[src/sv/shef_pkg.sv]
// Shared types and constants for the source holdoff event filter.
// No dependencies; imported by every module of the block.
package shef_pkg;

  // Protocol codes on the input port
  localparam logic [1:0] KIND_TCP   = 2'd0;
  localparam logic [1:0] KIND_UDP   = 2'd1;
  localparam logic [1:0] KIND_ICMP  = 2'd2;
  localparam logic [1:0] KIND_OTHER = 2'd3;
  localparam int unsigned PROTO_COUNT = 3;

  // Verdict codes on the result port
  localparam logic [1:0] VERDICT_LOG  = 2'd0;
  localparam logic [1:0] VERDICT_DROP = 2'd1;
  localparam logic [1:0] VERDICT_HOLD = 2'd2;

  // Configuration register indexes
  localparam logic [2:0] CFG_TCP_HOLDOFF  = 3'd0;
  localparam logic [2:0] CFG_UDP_HOLDOFF  = 3'd1;
  localparam logic [2:0] CFG_ICMP_HOLDOFF = 3'd2;
  localparam logic [2:0] CFG_LOCAL_ADDR   = 3'd3;
  localparam logic [2:0] CFG_SUBNET_MASK  = 3'd4;

  // Address constants, first octet in low byte
  localparam logic [31:0] ADDR_LIMITED_BCAST  = 32'hFFFF_FFFF;
  localparam logic [31:0] ADDR_LINK_LOCAL_BC  = 32'hFFFF_FEA9;
  localparam logic [7:0]  MCAST_FIRST_LO      = 8'd224;
  localparam logic [7:0]  MCAST_FIRST_HI      = 8'd239;

  // Holdoff seconds times 1000 fits in 26 bits
  localparam int unsigned HOLDOFF_W = 16;
  localparam int unsigned LIMIT_W   = 26;
  localparam logic [LIMIT_W-1:0] MS_PER_SEC = 26'd1000;

  // Queue between front and back
  localparam int unsigned QUEUE_DEPTH = 2;

  // One classified event
  typedef struct packed {
    logic               imm;      // verdict known, no table search
    logic [1:0]         verdict;  // valid when imm
    logic [1:0]         proto;
    logic [31:0]        src;
    logic [31:0]        now;
    logic [LIMIT_W-1:0] limit;    // holdoff in ms
  } shef_entry_t;

  // Back end status toward the top level
  typedef struct packed {
    logic clearing;
  } shef_back_stat_t;

endpackage

[src/sv/shef_front.sv]
// Front end: configuration registers and event classification.
// Depends on shef_pkg; feeds shef_queue.
module shef_front
  import shef_pkg::*;
(
  input  logic        clk,
  input  logic        rst_n,
  input  logic        cfg_we,
  input  logic [2:0]  cfg_index,
  input  logic [31:0] cfg_data,
  input  logic [31:0] source_addr,
  input  logic [1:0]  proto_kind,
  input  logic [31:0] now_ms,
  output shef_entry_t entry
);

  logic [HOLDOFF_W-1:0] tcp_hold_r, udp_hold_r, icmp_hold_r;
  logic [31:0]          local_addr_r, mask_r;
  logic [HOLDOFF_W-1:0] holdoff;
  logic [31:0]          subnet_bcast;
  logic                 filtered;

  // Register file, unknown indexes ignored
  always_ff @(posedge clk) begin
    if (!rst_n) begin
      tcp_hold_r   <= '0;
      udp_hold_r   <= '0;
      icmp_hold_r  <= '0;
      local_addr_r <= '0;
      mask_r       <= '0;
    end else if (cfg_we) begin
      unique case (cfg_index)
        CFG_TCP_HOLDOFF:  tcp_hold_r   <= cfg_data[HOLDOFF_W-1:0];
        CFG_UDP_HOLDOFF:  udp_hold_r   <= cfg_data[HOLDOFF_W-1:0];
        CFG_ICMP_HOLDOFF: icmp_hold_r  <= cfg_data[HOLDOFF_W-1:0];
        CFG_LOCAL_ADDR:   local_addr_r <= cfg_data;
        CFG_SUBNET_MASK:  mask_r       <= cfg_data;
        default: ;
      endcase
    end
  end

  // Broadcast / multicast filter
  assign subnet_bcast = (local_addr_r & mask_r) | ~mask_r;
  assign filtered = (source_addr == ADDR_LIMITED_BCAST) ||
                    ((source_addr[7:0] >= MCAST_FIRST_LO) &&
                     (source_addr[7:0] <= MCAST_FIRST_HI)) ||
                    (source_addr == subnet_bcast) ||
                    (source_addr == ADDR_LINK_LOCAL_BC);

  // Per-protocol holdoff
  always_comb begin
    unique case (proto_kind)
      KIND_TCP:   holdoff = tcp_hold_r;
      KIND_UDP:   holdoff = udp_hold_r;
      KIND_ICMP:  holdoff = icmp_hold_r;
      KIND_OTHER: holdoff = '0;
      default:    holdoff = '0;
    endcase
  end

  // Classified beat
  always_comb begin
    entry.imm     = filtered || (holdoff == '0);
    entry.verdict = filtered ? VERDICT_DROP : VERDICT_LOG;
    entry.proto   = proto_kind;
    entry.src     = source_addr;
    entry.now     = now_ms;
    entry.limit   = LIMIT_W'(holdoff) * MS_PER_SEC;
  end

endmodule

[src/sv/shef_queue.sv]
// Two-entry queue of classified events between front and back.
// Depends on shef_pkg.
module shef_queue
  import shef_pkg::*;
(
  input  logic        clk,
  input  logic        rst_n,
  input  logic        push,
  input  shef_entry_t push_entry,
  input  logic        pop,
  output shef_entry_t head,
  output logic        empty,
  output logic        full
);

  localparam int unsigned PW = $clog2(QUEUE_DEPTH);
  localparam int unsigned NW = $clog2(QUEUE_DEPTH + 1);

  shef_entry_t   slots_r [QUEUE_DEPTH];
  logic [PW-1:0] wr_ptr_r, rd_ptr_r;
  logic [NW-1:0] count_r;

  assign empty = (count_r == '0);
  assign full  = (count_r == NW'(QUEUE_DEPTH));
  assign head  = slots_r[rd_ptr_r];

  // Storage
  always_ff @(posedge clk) begin
    if (push) begin
      slots_r[wr_ptr_r] <= push_entry;
    end
  end

  // Pointers and fill level
  always_ff @(posedge clk) begin
    if (!rst_n) begin
      wr_ptr_r <= '0;
      rd_ptr_r <= '0;
      count_r  <= '0;
    end else begin
      if (push) begin
        wr_ptr_r <= (wr_ptr_r == PW'(QUEUE_DEPTH - 1)) ? '0 : wr_ptr_r + 1'b1;
      end
      if (pop) begin
        rd_ptr_r <= (rd_ptr_r == PW'(QUEUE_DEPTH - 1)) ? '0 : rd_ptr_r + 1'b1;
      end
      if (push && !pop) begin
        count_r <= count_r + 1'b1;
      end else if (pop && !push) begin
        count_r <= count_r - 1'b1;
      end
    end
  end

endmodule

[src/sv/shef_back.sv]
// Back end: tracked-source tables, sequential search, holdoff check, update.
// Depends on shef_pkg; takes beats from shef_queue.
module shef_back
  import shef_pkg::*;
#(
  parameter int unsigned TRACKED_PER_PROTO = 16
) (
  input  logic            clk,
  input  logic            rst_n,
  input  shef_entry_t     head,
  input  logic            q_empty,
  output logic            pop,
  output shef_back_stat_t stat,
  output logic            out_strobe,
  output logic [1:0]      out_verdict
);

  localparam int unsigned ENTRIES = PROTO_COUNT * TRACKED_PER_PROTO;
  localparam int unsigned AW = $clog2(ENTRIES);
  localparam int unsigned SW = (TRACKED_PER_PROTO > 1) ? $clog2(TRACKED_PER_PROTO) : 1;
  localparam int unsigned CW = $clog2(TRACKED_PER_PROTO + 1);

  typedef enum logic [2:0] {
    ST_CLEAR  = 3'b001,
    ST_IDLE   = 3'b010,
    ST_SEARCH = 3'b100
  } back_state_t;

  // Tables
  logic [31:0] addr_mem [ENTRIES];
  logic [31:0] time_mem [ENTRIES];
  logic [31:0] rd_addr_q, rd_time_q;

  back_state_t        st_r, st_nxt;
  logic [AW-1:0]      clr_r, clr_nxt;
  logic [SW-1:0]      slot_r [PROTO_COUNT];
  logic [SW-1:0]      slot_nxt [PROTO_COUNT];
  logic [31:0]        src_r, src_nxt;
  logic [31:0]        now_r, now_nxt;
  logic [LIMIT_W-1:0] limit_r, limit_nxt;
  logic [1:0]         proto_r, proto_nxt;
  logic [AW-1:0]      base_r, base_nxt;
  logic [CW-1:0]      idx_r, idx_nxt;
  logic [SW-1:0]      cmp_idx_r, cmp_idx_nxt;
  logic               rd_pend_r, rd_pend_nxt;
  logic               out_strobe_r, out_strobe_nxt;
  logic [1:0]         out_verdict_r, out_verdict_nxt;

  logic               rd_en;
  logic [AW-1:0]      rd_idx;
  logic               we_time, we_addr;
  logic [AW-1:0]      w_idx;
  logic [31:0]        w_src, w_time;
  logic [31:0]        elapsed;
  logic [SW-1:0]      cur_slot;

  assign stat.clearing = (st_r == ST_CLEAR);
  assign out_strobe    = out_strobe_r;
  assign out_verdict   = out_verdict_r;
  assign elapsed       = now_r - rd_time_q;
  assign cur_slot      = slot_r[proto_r];

  // Memory ports: one write, one registered read
  always_ff @(posedge clk) begin
    if (we_addr) begin
      addr_mem[w_idx] <= w_src;
    end
    if (we_time) begin
      time_mem[w_idx] <= w_time;
    end
    if (rd_en) begin
      rd_addr_q <= addr_mem[rd_idx];
      rd_time_q <= time_mem[rd_idx];
    end
  end

  // Sequencer
  always_comb begin
    st_nxt          = st_r;
    clr_nxt         = clr_r;
    slot_nxt        = slot_r;
    src_nxt         = src_r;
    now_nxt         = now_r;
    limit_nxt       = limit_r;
    proto_nxt       = proto_r;
    base_nxt        = base_r;
    idx_nxt         = idx_r;
    cmp_idx_nxt     = cmp_idx_r;
    rd_pend_nxt     = rd_pend_r;
    out_strobe_nxt  = 1'b0;
    out_verdict_nxt = out_verdict_r;
    pop             = 1'b0;
    rd_en           = 1'b0;
    rd_idx          = base_r + AW'(idx_r[SW-1:0]);
    we_time         = 1'b0;
    we_addr         = 1'b0;
    w_idx           = clr_r;
    w_src           = '0;
    w_time          = '0;

    unique case (st_r)
      ST_CLEAR: begin
        // zero one entry per cycle after reset
        we_time = 1'b1;
        we_addr = 1'b1;
        if (clr_r == AW'(ENTRIES - 1)) begin
          st_nxt = ST_IDLE;
        end else begin
          clr_nxt = clr_r + 1'b1;
        end
      end

      ST_IDLE: begin
        if (!q_empty) begin
          pop = 1'b1;
          if (head.imm) begin
            out_strobe_nxt  = 1'b1;
            out_verdict_nxt = head.verdict;
          end else begin
            src_nxt     = head.src;
            now_nxt     = head.now;
            limit_nxt   = head.limit;
            proto_nxt   = head.proto;
            base_nxt    = AW'(head.proto) * AW'(TRACKED_PER_PROTO);
            idx_nxt     = '0;
            rd_pend_nxt = 1'b0;
            st_nxt      = ST_SEARCH;
          end
        end
      end

      ST_SEARCH: begin
        if (rd_pend_r && (rd_addr_q == src_r)) begin
          // first match: check elapsed time
          w_idx          = base_r + AW'(cmp_idx_r);
          w_time         = now_r;
          out_strobe_nxt = 1'b1;
          rd_pend_nxt    = 1'b0;
          st_nxt         = ST_IDLE;
          if (elapsed >= 32'(limit_r)) begin
            we_time         = 1'b1;
            out_verdict_nxt = VERDICT_LOG;
          end else begin
            out_verdict_nxt = VERDICT_HOLD;
          end
        end else if (rd_pend_r && (cmp_idx_r == SW'(TRACKED_PER_PROTO - 1))) begin
          // miss: replace round-robin slot
          we_time         = 1'b1;
          we_addr         = 1'b1;
          w_idx           = base_r + AW'(cur_slot);
          w_src           = src_r;
          w_time          = now_r;
          slot_nxt[proto_r] = (cur_slot == SW'(TRACKED_PER_PROTO - 1)) ?
                              '0 : cur_slot + 1'b1;
          out_strobe_nxt  = 1'b1;
          out_verdict_nxt = VERDICT_LOG;
          rd_pend_nxt     = 1'b0;
          st_nxt          = ST_IDLE;
        end else begin
          // issue the next read
          rd_en       = (idx_r != CW'(TRACKED_PER_PROTO));
          rd_pend_nxt = rd_en;
          if (rd_en) begin
            cmp_idx_nxt = idx_r[SW-1:0];
            idx_nxt     = idx_r + 1'b1;
          end
        end
      end

      default: begin
        st_nxt = ST_IDLE;
      end
    endcase
  end

  // Control state
  always_ff @(posedge clk) begin
    if (!rst_n) begin
      st_r         <= ST_CLEAR;
      clr_r        <= '0;
      rd_pend_r    <= 1'b0;
      out_strobe_r <= 1'b0;
      for (int p = 0; p < PROTO_COUNT; p++) begin
        slot_r[p] <= '0;
      end
    end else begin
      st_r         <= st_nxt;
      clr_r        <= clr_nxt;
      rd_pend_r    <= rd_pend_nxt;
      out_strobe_r <= out_strobe_nxt;
      slot_r       <= slot_nxt;
    end
  end

  // Payload
  always_ff @(posedge clk) begin
    src_r         <= src_nxt;
    now_r         <= now_nxt;
    limit_r       <= limit_nxt;
    proto_r       <= proto_nxt;
    base_r        <= base_nxt;
    idx_r         <= idx_nxt;
    cmp_idx_r     <= cmp_idx_nxt;
    out_verdict_r <= out_verdict_nxt;
  end

endmodule

[src/sv/source_holdoff_event_filter_core.sv]
// Per-source event holdoff filter with broadcast/multicast drop.
// Dropped or untracked events skip the table search; the search for other events reads
// one entry per cycle from the tables (single read port).
// Throughput: one event per cycle without a search while busy is low; a search holds
// later events in the queue until it ends. Reset: synchronous; afterwards busy stays
// high while the tables are zeroed. Results cannot be stalled by the receiver.
module source_holdoff_event_filter_core
  import shef_pkg::*;
#(
  parameter int unsigned TRACKED_PER_PROTO = 16
) (
  input  logic        clk,
  input  logic        rst_n,
  input  logic        start,
  output logic        busy,
  input  logic [31:0] in_source_addr,
  input  logic [1:0]  in_proto_kind,
  input  logic [31:0] in_now_ms,
  output logic        out_strobe,
  output logic [1:0]  out_verdict,
  input  logic        cfg_we,
  input  logic [2:0]  cfg_index,
  input  logic [31:0] cfg_data
);

  shef_entry_t     front_entry, q_head;
  shef_back_stat_t back_stat;
  logic            q_push, q_pop, q_empty, q_full;

  // Accept while the queue has room and the tables are ready
  assign busy   = back_stat.clearing || q_full;
  assign q_push = start && !busy;

  shef_front u_front (
    .clk         (clk),
    .rst_n       (rst_n),
    .cfg_we      (cfg_we),
    .cfg_index   (cfg_index),
    .cfg_data    (cfg_data),
    .source_addr (in_source_addr),
    .proto_kind  (in_proto_kind),
    .now_ms      (in_now_ms),
    .entry       (front_entry)
  );

  shef_queue u_queue (
    .clk        (clk),
    .rst_n      (rst_n),
    .push       (q_push),
    .push_entry (front_entry),
    .pop        (q_pop),
    .head       (q_head),
    .empty      (q_empty),
    .full       (q_full)
  );

  shef_back #(
    .TRACKED_PER_PROTO (TRACKED_PER_PROTO)
  ) u_back (
    .clk         (clk),
    .rst_n       (rst_n),
    .head        (q_head),
    .q_empty     (q_empty),
    .pop         (q_pop),
    .stat        (back_stat),
    .out_strobe  (out_strobe),
    .out_verdict (out_verdict)
  );

`ifndef SYNTH
  // No result while the tables are being cleared
  a_no_out_in_clear: assert property (@(posedge clk) disable iff (!rst_n)
    back_stat.clearing |-> !out_strobe)
    else $error("result during table clear");

  // Reset always starts a clearing pass
  a_busy_after_reset: assert property (@(posedge clk)
    !rst_n |=> busy)
    else $error("not busy after reset");

  // Back end only pops a non-empty queue
  a_pop_nonempty: assert property (@(posedge clk) disable iff (!rst_n)
    q_pop |-> !q_empty)
    else $error("pop from empty queue");

  // Verdict code is always a defined one
  a_verdict_code: assert property (@(posedge clk) disable iff (!rst_n)
    out_strobe |-> (out_verdict == VERDICT_LOG || out_verdict == VERDICT_DROP ||
                    out_verdict == VERDICT_HOLD))
    else $error("undefined verdict");
`endif

endmodule
[config.mk]
export PLATFORM = sky130hd
export DESIGN_NAME = source_holdoff_event_filter_core
export DESIGN_NICKNAME = d
export VERILOG_FILES = /design/src/sv/shef_pkg.sv /design/src/sv/shef_front.sv /design/src/sv/shef_queue.sv /design/src/sv/shef_back.sv /design/src/sv/source_holdoff_event_filter_core.sv
export SDC_FILE = /design/constraint.sdc
export NUM_CORES = 2
export LEC_CHECK = 0
export ABC_CLOCK_PERIOD_IN_PS = 6700
export BUFFER_PORTS_ARGS = -buffer_cell sky130_fd_sc_hd__buf_2
export CORE_AREA = 10 10 485 535
export DETAILED_ROUTE_END_ITERATION = 16
export DIE_AREA = 0 0 495 545
export PLACE_DENSITY = 0.76
export SLEW_MARGIN = 5
export SYNTH_ARGS = -nofsm -noshare
export SYNTH_HDL_FRONTEND = slang
export SYNTH_SLANG_ARGS = --single-unit
export TNS_END_PERCENT = 20
[constraint.sdc]
create_clock -name clk -period 6.7 [get_ports clk]
set_clock_uncertainty 0.05 [all_clocks]
set_input_delay 1.005 -clock clk [delete_from_list [all_inputs] [get_ports clk]]
set_output_delay 1.005 -clock clk [all_outputs]
set_load 0.02 [all_outputs]
### Yosys cells after proc, flatten, opt, wreduce, memory -nomap -nowiden

Memories as Yosys holds them, arrays and structs flattened. A register that Yosys moved wholly into a read port is not among the register bits.
Cells that the tools add are included.
W data, S select, Z words.

* word-level logic and storage cells: 178
* bits of input ports: 105
* memories kept: 3
* RAM bits: 3254
* register bits: 242

Memories
* u_back.addr_mem: depth 48, width 32, read ports 1, clocked after Yosys merged registers in 1, wr ports 1, RTL line shef_back.sv:30 `logic [31:0] addr_mem [ENTRIES];`
* u_back.time_mem: depth 48, width 32, read ports 1, clocked after Yosys merged registers in 1, wr ports 1, RTL line shef_back.sv:31 `logic [31:0] time_mem [ENTRIES];`
* u_queue.slots_r: depth 2, width 91, read ports 1, clocked after Yosys merged registers in 1, wr ports 1, RTL line shef_queue.sv:19 `shef_entry_t slots_r [QUEUE_DEPTH];`

* bitwise operators: 9
* equality and inequality tests: 27
* reductions and logical operators: 34
* $mul: 1
* order comparisons: 5
* mux-type cells: 66
* $add $sub $neg: 11

Operator list (number)
* $mux W32: 6
* $eq A32 B32 Y1: 2
* $eq A32 B32 Y1 const B: 2
* $pmux W16 S4: 1
* $and A32 B32 Y32: 1
* $ge A32 B26 Y1: 1
* $not A32 Y32: 1
* $or A32 B32 Y32: 1
* $sub A32 B32 Y32: 1
* $mux W1: 25
* $mux W5: 5
* $mul A16 B7 Y23 const B: 1
* $add A6 B4 Y6: 3
* $mux W6: 3
* $logic_not A16 Y1: 1
* $mux W4: 4
* $mux W3: 5
* $mux W2: 7
* $bwmux W12: 1
* $reduce_and A2 Y1: 6
* $reduce_and A4 Y1: 3
* $ne A2 B2 Y1 const B: 5
* $pmux W5 S2: 1
* $eq A3 B2 Y1 const B: 3
* other kinds (34): 64

### Depth between registers and ports, before layout

* depth in word-level cells: 8
* gate-level depth with buffers: 23

### Hierarchy

From an unflattened synthesis, not the netlist that was laid out.

* cells, all modules: 6786
* area total of the unflattened synthesis: 142260.2 um2

By module, submodules not included
* shef_back: sequential area each 97723.7 um2, cells an instance 5438, area each 126516.3 um2, instances 1
* shef_front: sequential area each 2242.2 um2, cells an instance 1028, area each 8448.1 um2, instances 1
* shef_queue: sequential area each 5805.6 um2, cells an instance 318, area each 7282.0 um2, instances 1
* source_holdoff_event_filter_core: sequential area each 0.0 um2, cells an instance 2, area each 13.8 um2, instances 1

### Least setup slack after synthesis

OpenSTA, ideal clock, no wires.

* path type: input port to flip-flop
* from: input in_proto_kind[0]
* to: memory u_queue.slots_r[0][22] (netlist name), data pin
* arrival: 6450 ps
* path slack: -65 ps
* setup time: 265 ps
* stages: 21
* cells stage by stage: clkbuf_1 -> clkbuf_1 -> mux2i_1 -> o21a_1 -> inv_1 -> fa_1 -> fa_1 -> inv_1 -> fa_1 -> fa_1 -> inv_1 -> ha_1 -> and2_1 -> a311oi_1 -> a211oi_1 -> o21a_1 -> o31ai_1 -> nor2_1 -> o31a_1 -> nor2_1 -> xor2_1

RTL lines
* from (decl): RTL line source_holdoff_event_filter_core.sv:17 `input logic [1:0] in_proto_kind,`
* to (decl): RTL line shef_queue.sv:19

### Final worst setup path

* from: register u_back.now_r[4]
* to: memory u_back.time_mem[3][27] (enable)

* cells in the longest elaborated chain, start to end: 7

Ends and longest elaborated chain
* from (decl): RTL line shef_back.sv:39 `logic [31:0] now_r, now_nxt;`
* from (signal assigned): RTL line shef_back.sv:198 `now_r <= now_nxt;`
* $sub A32 B32 Y32: RTL line shef_back.sv:60 `assign elapsed = now_r - rd_time_q;`
* $ge A32 B26 Y1: RTL line shef_back.sv:140 `if (elapsed >= 32'(limit_r)) begin`
* $mux W1: RTL line shef_back.sv:140
* $mux W1: RTL line shef_back.sv:133 `if (rd_pend_r && (rd_addr_q == src_r)) begin`
* $pmux W1 S2: RTL line shef_back.sv:101 `unique case (st_r)`
* $mux W1: RTL line shef_back.sv:68 `if (we_time) begin`
* $mux W1 (not written as such): RTL line shef_back.sv:69 `time_mem[w_idx] <= w_time;`
* to (decl): RTL line shef_back.sv:31

Every way passes these cells.

==> run summary <==
STA
----------------------------------------------------------------------------------------
Final setup fails .........................................................            0
Sum of negative setup slack ...............................................         0 ns
Unrepaired setup endpoints after global routing ...........................        false
Slew Viols, Final .........................................................            0
Slew at the pin with the worst max-slew slack .............................     1.380 ns
Hold Violations, Final ....................................................            0
Maximum frequency from static timing analysis .............................    157.0 MHz
Worst-case headroom to the max-slew limit .................................       8.004%
Clock period minus worst slack ............................................     6.369 ns
Part of the cycle the worst path needs ....................................       95.05%

LOGIC SYNTHESIS
----------------------------------------------------------------------------------------
Largest cells by area after synthesis ..................................... sky130_fd_sc_hd__edfxtp_1 (73%), sky130_fd_sc_hd__mux4_2 (15%), sky130_fd_sc_hd__dfxtp_1 (2.0%)
Cells after Synth .........................................................         6666
Flip-flop cell with the highest count after synthesis ..................... sky130_fd_sc_hd__edfxtp_1
Post-synthesis average cell area ..........................................   21.13 um^2
Number of library cell types mapped by synthesis ..........................           71
Share of async-settable or async-resettable flops after synthesis .........           0%
Mapped Nets ...............................................................         6936
Yosys warning count .......................................................            0
Post-synthesis sequential area ratio ......................................       74.87%
Synth top area share ......................................................       72.88%
Synthesis-stage register bit count ........................................         3558
Count of flip-flops with a built-in enable after synthesis ................         3418
Cell accounting for the most synthesized area ............................. sky130_fd_sc_hd__edfxtp_1
Netlist Area Pre-Place ....................................................  140800 um^2

LAYOUT
----------------------------------------------------------------------------------------
Most common cell after layout, fill and taps aside ........................ sky130_fd_sc_hd__edfxtp_1
Most used cells in the layout excluding fill and tap cells ................ sky130_fd_sc_hd__edfxtp_1 (3418), sky130_fd_sc_hd__mux4_2 (960), sky130_fd_sc_hd__nand2_1 (375)
Cell area after layout ....................................................  159000 um^2
Number of nets in the final layout ........................................         7343
Layout filler cell count ..................................................        15730
Final cell count without fillers ..........................................        10640
Share of post-route cells with drive strength above 1 .....................       28.23%
Post-synthesis to final-layout area growth ................................       12.92%
Core utilization of the finished layout ...................................       64.15%

PLACE
----------------------------------------------------------------------------------------
IO Port Bufs ..............................................................          108
Total half-perimeter wirelength after legalization and detailed placement .     186.9 mm
Routability-driven placement congestion ratio .............................       0.8324
Cell Count Post-Placement .................................................        10020
Area of placed instances ..................................................  147700 um^2

FLOORPLAN
----------------------------------------------------------------------------------------
# rows ....................................................................          192
Die boundary height .......................................................       545 um
IO Pins ...................................................................          109
Initial core utilization ..................................................       56.81%
Die area ..................................................................  269800 um^2
Total core area ...........................................................  247900 um^2
X dimension of the die ....................................................       495 um

ROUTING
----------------------------------------------------------------------------------------
DRT Wirelength ............................................................     346.2 mm
WL per Instance ...........................................................     32.55 um
Residual antenna-violating net count after detailed routing ...............            0
Count of vias placed by the detailed router ...............................        69690
Vias per cell .............................................................        6.552
Total iterations of the first detailed-routing run ........................            8
Number of DRC violations after detailed-routing iteration 0 ...............         8596
Number of DRC violations after detailed routing ...........................            0

CRITICAL PATH
----------------------------------------------------------------------------------------
Biggest fanout along the worst timing path ................................           32
Critical Path RT ..........................................................      7.25 ns
Chain of cells forming the critical path .................................. ha_1, a21o_1, nor3_1, a21oi_1, o21a_1, o21a_1, o21ai_0, a21boi_0, or4_1, nand3_1, ha_1, a21oi_1, o21ai_0, nand2b_1, a21oi_1, or4_1, a2111oi_2, o221ai_2, o21ai_4, buf_4, a211oi_4, buf_4
Critical path launch point type ...........................................    flip-flop
Worst setup path category .................................................      reg2reg
Highest cell delay on the worst timing path ...............................      0.66 ns
Crit path top cell by count ............................................... sky130_fd_sc_hd__a21oi_1
Arrival @ worst endpoint ..................................................      6.92 ns
Kind of cell adding the most delay to the critical path ................... compound AO/OA/AOI/OAI gates
Library cell contributing the largest single delay on the critical path ... sky130_fd_sc_hd__o21ai_4
Bufs and invs on worst path ...............................................            2
Endpoint class of the critical path .......................................    flip-flop

CTS
----------------------------------------------------------------------------------------
Source-to-sink clock delay at the later pin of the worst-skew pair ........      0.98 ns
Cts bufs inserted .........................................................          352
Number of hold buffers added after CTS ....................................            0
Root buf cell ............................................................. sky130_fd_sc_hd__clkbuf_16
Maximum level of the CTS H-tree ...........................................            5
Sinks on the clock net ....................................................         3558
CTS-repair resized insts ..................................................            0
CTS clock-pin slew for the worst setup and hold paths .....................      0.06 ns
Number of buffers on the longest clock path ...............................            4
TritonCTS clock tree ......................................................         done
Post-CTS repair timing setup buffer count .................................            0

GLOBAL ROUTING
----------------------------------------------------------------------------------------
GR Util All Layers ........................................................       25.67%
Pin count of the biggest net entering global routing ......................          140
Antenna violations before repair ..........................................            6
Gr ovfl total .............................................................            0
Wire length of the first global-routing pass ..............................     506.2 mm
Vias in the first global route ............................................        71840

RUN STATUS
----------------------------------------------------------------------------------------
Status .................................................................... finished, final reports clean

POWER AND IR DROP
----------------------------------------------------------------------------------------
Leakage power of the design ...............................................   0.05919 uW
Power density cells ....................................................... 286.9 nW/um^2
Peak supply drop ..........................................................     310.6 uV

RUN
----------------------------------------------------------------------------------------
Count of max-cap constraint violations ....................................            0

WORST HOLD PATH
----------------------------------------------------------------------------------------
Min-delay worst type ......................................................       in2reg

[sequential cells by signal, indices dropped and copies added (netlist names), 5 cells and up, named ones only]
register and cells:
u_back.addr_mem 1536, u_back.clr_r 6, u_back.idx_r 5, u_back.limit_r 23, u_back.now_r 32, u_back.rd_addr_q 32
u_back.rd_time_q 32, u_back.slot_r 12, u_back.src_r 32, u_back.time_mem 1536, u_front.icmp_hold_r 16, u_front.local_addr_r 32
u_front.mask_r 32, u_front.tcp_hold_r 16, u_front.udp_hold_r 16, u_queue.slots_r 182
[area by class of cell]
| type | instances | area [um^2] | area share [%] |
|---|---|---|---|
| antenna | 4 | 10.01 | 0.006294 |
| clock buffer | 414 | 9260 | 5.823 |
| clock inverter | 202 | 2039 | 1.282 |
| inverter | 151 | 569.3 | 0.3580 |
| multi-input combinational | 2625 | 34420 | 21.64 |
| sequential | 3558 | 105400 | 66.31 |
| tap | 3298 | 4126 | 2.595 |
| timing repair buffer | 385 | 3158 | 1.986 |
[path summary, 6_finish.rpt]
| check | start | to | depth (start not counted) | slack (ns) |
|---|---|---|---|---|
| max | u_back.now_r[4] | u_back.time_mem[3][27] | 22 | 0.33 |
| min | in_now_ms[4] | u_queue.slots_r[1][27] | 1 | 0.20 |
| max reg2reg | u_back.now_r[4] | u_back.time_mem[3][27] | 22 | 0.33 |
| min reg2reg | u_front.local_addr_r[31] | u_front.local_addr_r[31] | 2 | 0.41 |
[stage by stage]
stage	hold WS (ns)	setup WS (ns)	total power [uW]
3_5_place_dp	0.4077	0.02164	26490
4_1_cts	0.1390	0.4256	45820
3_3_place_gp	0.3984	0.1774	26420
5_1_grt	0.1601	0.09473	46720
6_report	0.1953	0.3314	45620
2_1_floorplan	0.3744	0.1051	25850
[cell usage after synthesis (6+ instances only)]
cell type	n
sky130_fd_sc_hd__a211oi_1	29
sky130_fd_sc_hd__mux2i_1	101
sky130_fd_sc_hd__nor2_1	99
sky130_fd_sc_hd__nand3_1	28
sky130_fd_sc_hd__o21ai_1	6
sky130_fd_sc_hd__and4_1	6
sky130_fd_sc_hd__and3_1	47
sky130_fd_sc_hd__a21boi_0	115
sky130_fd_sc_hd__and2_1	53
sky130_fd_sc_hd__xor2_1	49
sky130_fd_sc_hd__clkbuf_1	239
sky130_fd_sc_hd__dfxtp_1	140
sky130_fd_sc_hd__o21a_1	14
sky130_fd_sc_hd__ha_1	115
sky130_fd_sc_hd__nand2_1	376
sky130_fd_sc_hd__xnor2_1	79
sky130_fd_sc_hd__nor4_1	13
sky130_fd_sc_hd__o21ai_0	92
sky130_fd_sc_hd__o211ai_1	6
sky130_fd_sc_hd__edfxtp_1	3418
sky130_fd_sc_hd__nand4_1	25
sky130_fd_sc_hd__mux4_2	960
sky130_fd_sc_hd__buf_1	88
sky130_fd_sc_hd__a21oi_1	61
sky130_fd_sc_hd__inv_1	151
sky130_fd_sc_hd__fa_1	50
sky130_fd_sc_hd__mux2_2	90
sky130_fd_sc_hd__nand2b_1	49
sky130_fd_sc_hd__a21o_1	21
sky130_fd_sc_hd__or4_1	7
sky130_fd_sc_hd__nor3_1	42
sky130_fd_sc_hd__or3_1	7
sky130_fd_sc_hd__nor2b_1	24
[cell families (layout without fill, tap and decap cells)]
kind of cell	count (synthesis)	after routing	share of synthesized area, %
other	0	4	0
buffers and inverters	483	1152	1.306
AO/OA/AOI/OAI	385	385	1.821
AND/OR/NAND/NOR	794	794	2.670
adder cells (fa/ha/maj)	167	167	1.747
flip-flops	3558	3558	74.87
XOR/XNOR	128	128	0.7960
multiplexers	1151	1151	16.79
[worst reg2reg max path, delay by kind of cell, from the launching register on]
kind	cells	cell delay, ns
AO/OA/AOI/OAI	13	2.79
AND/OR/NAND/NOR	5	1.48
buffers and inverters	2	0.65
adder cells (fa/ha/maj)	2	0.64
flip-flops	1	0.38
[per-layer routing]
metal / up-vias / track usage (%) / wire length, um
met1: 36680 / 32.74 / 121200
li1: 28110 / - / -
met3: 788 / 3.920 / 26930
met5: - / 0 / 0
met2: 4109 / 44.05 / 180000
met4: 0 / 11.38 / 18030
[report_power, final]
group	leakage [uW]	switching, uW	internal [uW]	total (uW)
combinational	0.0143	905	387	1290
clock	0.00553	8200	11400	19600
sequential	0.0393	153	24600	24800
total	0.0592	9260	36400	45600
No activity file was read; power rests on OpenSTA's default activity.
